==> src/rtl/dcd_ram.sv <==
// Generic simple dual-port RAM: one write port, one read port, registered read data.
// No dependencies.
`timescale 1ns / 1ps
module dcd_ram #(
   parameter int WIDTH = 8,
   parameter int DEPTH = 16
) (
   input  logic                     clock,
   input  logic                     wr_en,
   input  logic [$clog2(DEPTH)-1:0] wr_addr,
   input  logic [WIDTH-1:0]         wr_data,
   input  logic [$clog2(DEPTH)-1:0] rd_addr,
   output logic [WIDTH-1:0]         rd_data
);
   logic [WIDTH-1:0] mem_ff [DEPTH];
   logic [WIDTH-1:0] rd_data_ff;

   always_ff @(posedge clock) begin
      if (wr_en) begin
         mem_ff[wr_addr] <= wr_data;
      end
      rd_data_ff <= mem_ff[rd_addr];
   end

   assign rd_data = rd_data_ff;
endmodule

==> config.mk <==
export PLATFORM = sky130hd
export DESIGN_NAME = dcd_ram
export DESIGN_NICKNAME = d
export VERILOG_FILES = /design/src/rtl/dcd_ram.sv
export SDC_FILE = /design/constraint.sdc
export NUM_CORES = 1
export LEC_CHECK = 0
export ABC_AREA = 1
export BUFFER_PORTS_ARGS = -buffer_cell sky130_fd_sc_hd__buf_2
export CELL_PAD_IN_SITES_DETAIL_PLACEMENT = 1
export CELL_PAD_IN_SITES_GLOBAL_PLACEMENT = 1
export CORE_ASPECT_RATIO = 1.5
export CORE_UTILIZATION = 52
export DETAILED_ROUTE_END_ITERATION = 10
export PLACE_DENSITY_LB_ADDON = 0.1
export SETUP_SLACK_MARGIN = 0.2
export SYNTH_ARGS = -nofsm -noshare
export SYNTH_HDL_FRONTEND = slang
export SYNTH_SLANG_ARGS = --single-unit
==> constraint.sdc <==
create_clock -name clock -period 2.9 [get_ports clock]
set_input_delay 0.58 -clock clock [delete_from_list [all_inputs] [get_ports clock]]
set_output_delay 0.58 -clock clock [all_outputs]
set_load 0.1 [all_outputs]
==> out/results.tsv <==
stage	metric	value	unit
outcome	status	complete, no violations	
drt	routedWlPerCell	20.2	um
cells_and_area	nNetsFinal	599	
cells_and_area	multi_input_area	1210	um^2
critical_path	crit_arrival	1.18	ns
critical_path	end_kind	primary output	
drt	route.vias.total	3985	
timing	slew_headroom	42.2	%
cells_and_area	final_common_cell	nand2_1	
floorplan	io_pins	26	
cells_and_area	mostFrequentLayoutCells	nand2_1 (173), edfxtp_1 (128), inv_1 (100)	
grt	grt_pass1_vias	4311	
timing	hold_ws	0.544	ns
power	total_power	0.00496	W
drt	routed_wl	14.9	mm
critical_path	crit_path_max_incr_delay	0.43	ns
yosys	syn_nets	569	
placement	post-place-ws	0.817	ns
clock_tree	clock_sinks	136	
grt	grt-ovfl-total	0	
drt	first_pass_iters	5	
yosys	yosysSeqAreaShare	69.4	%
cells_and_area	fillers	1160	
timing	fin_crit	1.76	ns
clock_tree	root_buffer	clkbuf_16	
clock_tree	insertion_delay	0.42	ns
floorplan	dieArea	11500	um^2
yosys	syn_area	5770	um^2
yosys	ys_types	12	
grt	grt_usage	28.5	%
drt	drt_iter0_drc	235	
placement	gp_congestion	0.766	
clock_tree	clockBufferDepth	2	
cells_and_area	area_growth	15.3	%
power	p_leak	2.90	nW
timing	finalSetupTns	0	ns
cells_and_area	drive_above_1_share	11.1	%
clock_tree	post_cts_buffers	0	
critical_path	crit_chain	buf_2	
min_path	hold_class	in2reg	
clock_tree	cts_hold_buf	0	
power	p_per_area	746	nW/um^2
grt	grt_pass1_wl	22.8	mm
clock_tree	cts_resized	0	
floorplan	die_w	88.0	um
floorplan	die_h	131	um
critical_path	worstSetupPathType	reg2out	
timing	period_share	60.5	%
placement	io_buffers	25	
timing	rsz0062_at_grt	no	
yosys	ys_ff_latch	136	
placement	place_hpwl	8.50	mm
placement	place_inst	706	
floorplan	core-area	10700	um^2
critical_path	slowest_stage	buf_2	
drt	drc_errors	0	
critical_path	start_kind	register	
timing	finalSetupViolCount	0	
critical_path	critPathRequiredTime	2.32	ns
critical_path	critPathMaxFanout	1	
clock_tree	numCtsBuffers	17	
grt	antenna_found_initial	0	
timing	fin_skew	0.00681	ns
clock_tree	tritoncts	done	
timing	finalHoldViolCount	0	
cells_and_area	regArea	4000	um^2
yosys	syn_inst	551	
timing	max_freq	570	MHz
cells_and_area	fin_cells	738	
yosys	yosys_warnings	0	
timing	fin_ws	1.14	ns
clock_tree	htreeDepth	4	
timing	worst_slew_pin_slew	0.865	ns
floorplan	fp-row-count	46	
power	peakVddDrop	0.526	mV
floorplan	start_util	53.9	%
yosys	avgSynthCellArea	10.5	um^2
drt	vias_per_cell	5.40	
timing	finalMaxSlewViolations	0	
drt	postRouteAntennaNets	0	
flow_run	cap_violations	0	
clock_tree	clk_pin_slew	0.06	ns
grt	grt_max_degree	65	
critical_path	cp_num_buf_inv	1	
critical_path	crit_family	buffers and inverters	
cells_and_area	antenna_cells	0	
## area by class of cell
| type | count | area share, % |
|---|---|---|
| clock buffer | 24 | 7.39 |
| clock inverter | 8 | 2.48 |
| inverter | 102 | 5.76 |
| multi-input combinational | 289 | 18.3 |
| sequential | 136 | 60.2 |
| tap | 144 | 2.71 |
| timing repair buffer | 35 | 3.20 |
## worst paths after layout
kind	from	to	slack, ns	cells after the start
max	rd_data[2]$_DFF_P_	rd_data[2]	1.14	1
max reg2reg	mem_ff[0][5]$_DFFE_PP_	rd_data[5]$_DFF_P_	1.83	6
min	rd_addr[3]	rd_data[4]$_DFF_P_	0.54	3
min reg2reg	mem_ff[15][4]$_DFFE_PP_	rd_data[4]$_DFF_P_	0.66	6
## where the power goes
| group | switching, W | total (W) | leakage, nW | internal, W |
|---|---|---|---|---|
| combinational | 0.000282 | 0.000356 | 1.35 | 0.0000737 |
| clock | 0.000783 | 0.00240 | 0.324 | 0.00161 |
| sequential | 0.0000136 | 0.00221 | 1.22 | 0.00220 |
## stage by stage
stage               util [%]  cell area, um^2
floorplan                  -             5770
global placement        56.0             5990
detailed placement      56.0             5990
CTS                     62.1             6650
global route            62.1             6650
finish                  62.1             6650
## sequential cells by signal, summed over array words and instances, names as in the netlist
register and flops:
mem_ff 128, rd_data 8
## cell families after synthesis
family	synth area share, %
simple gates	21.0
flops	69.4
buf+inv	9.52
## synthesized netlist by cell type
master / count / share of area (%)
dfxtp_1: 8 / 2.8
nand2_1: 173 / 11
nor2_1: 17 / 1.1
inv_1: 100 / 6.5
inv_2: 2 / 0.13
buf_2: 13 / 1.1
buf_1: 1 / 0.065
buf_6: 6 / 1.2
nand3_1: 97 / 8.4
buf_4: 4 / 0.52
nand3b_1: 2 / 0.26
edfxtp_1: 128 / 67
## per-layer routing
metal  vias up  part of all wire (%)  GRT usage (%)
met5         -                     0              0
met4         0                   3.4           14.3
met3        40                   4.3           6.03
met2       126                    54           51.6
met1      1986                    38           31.1
li1       1833                     -              -
Power figures use the tool's default switching activity.
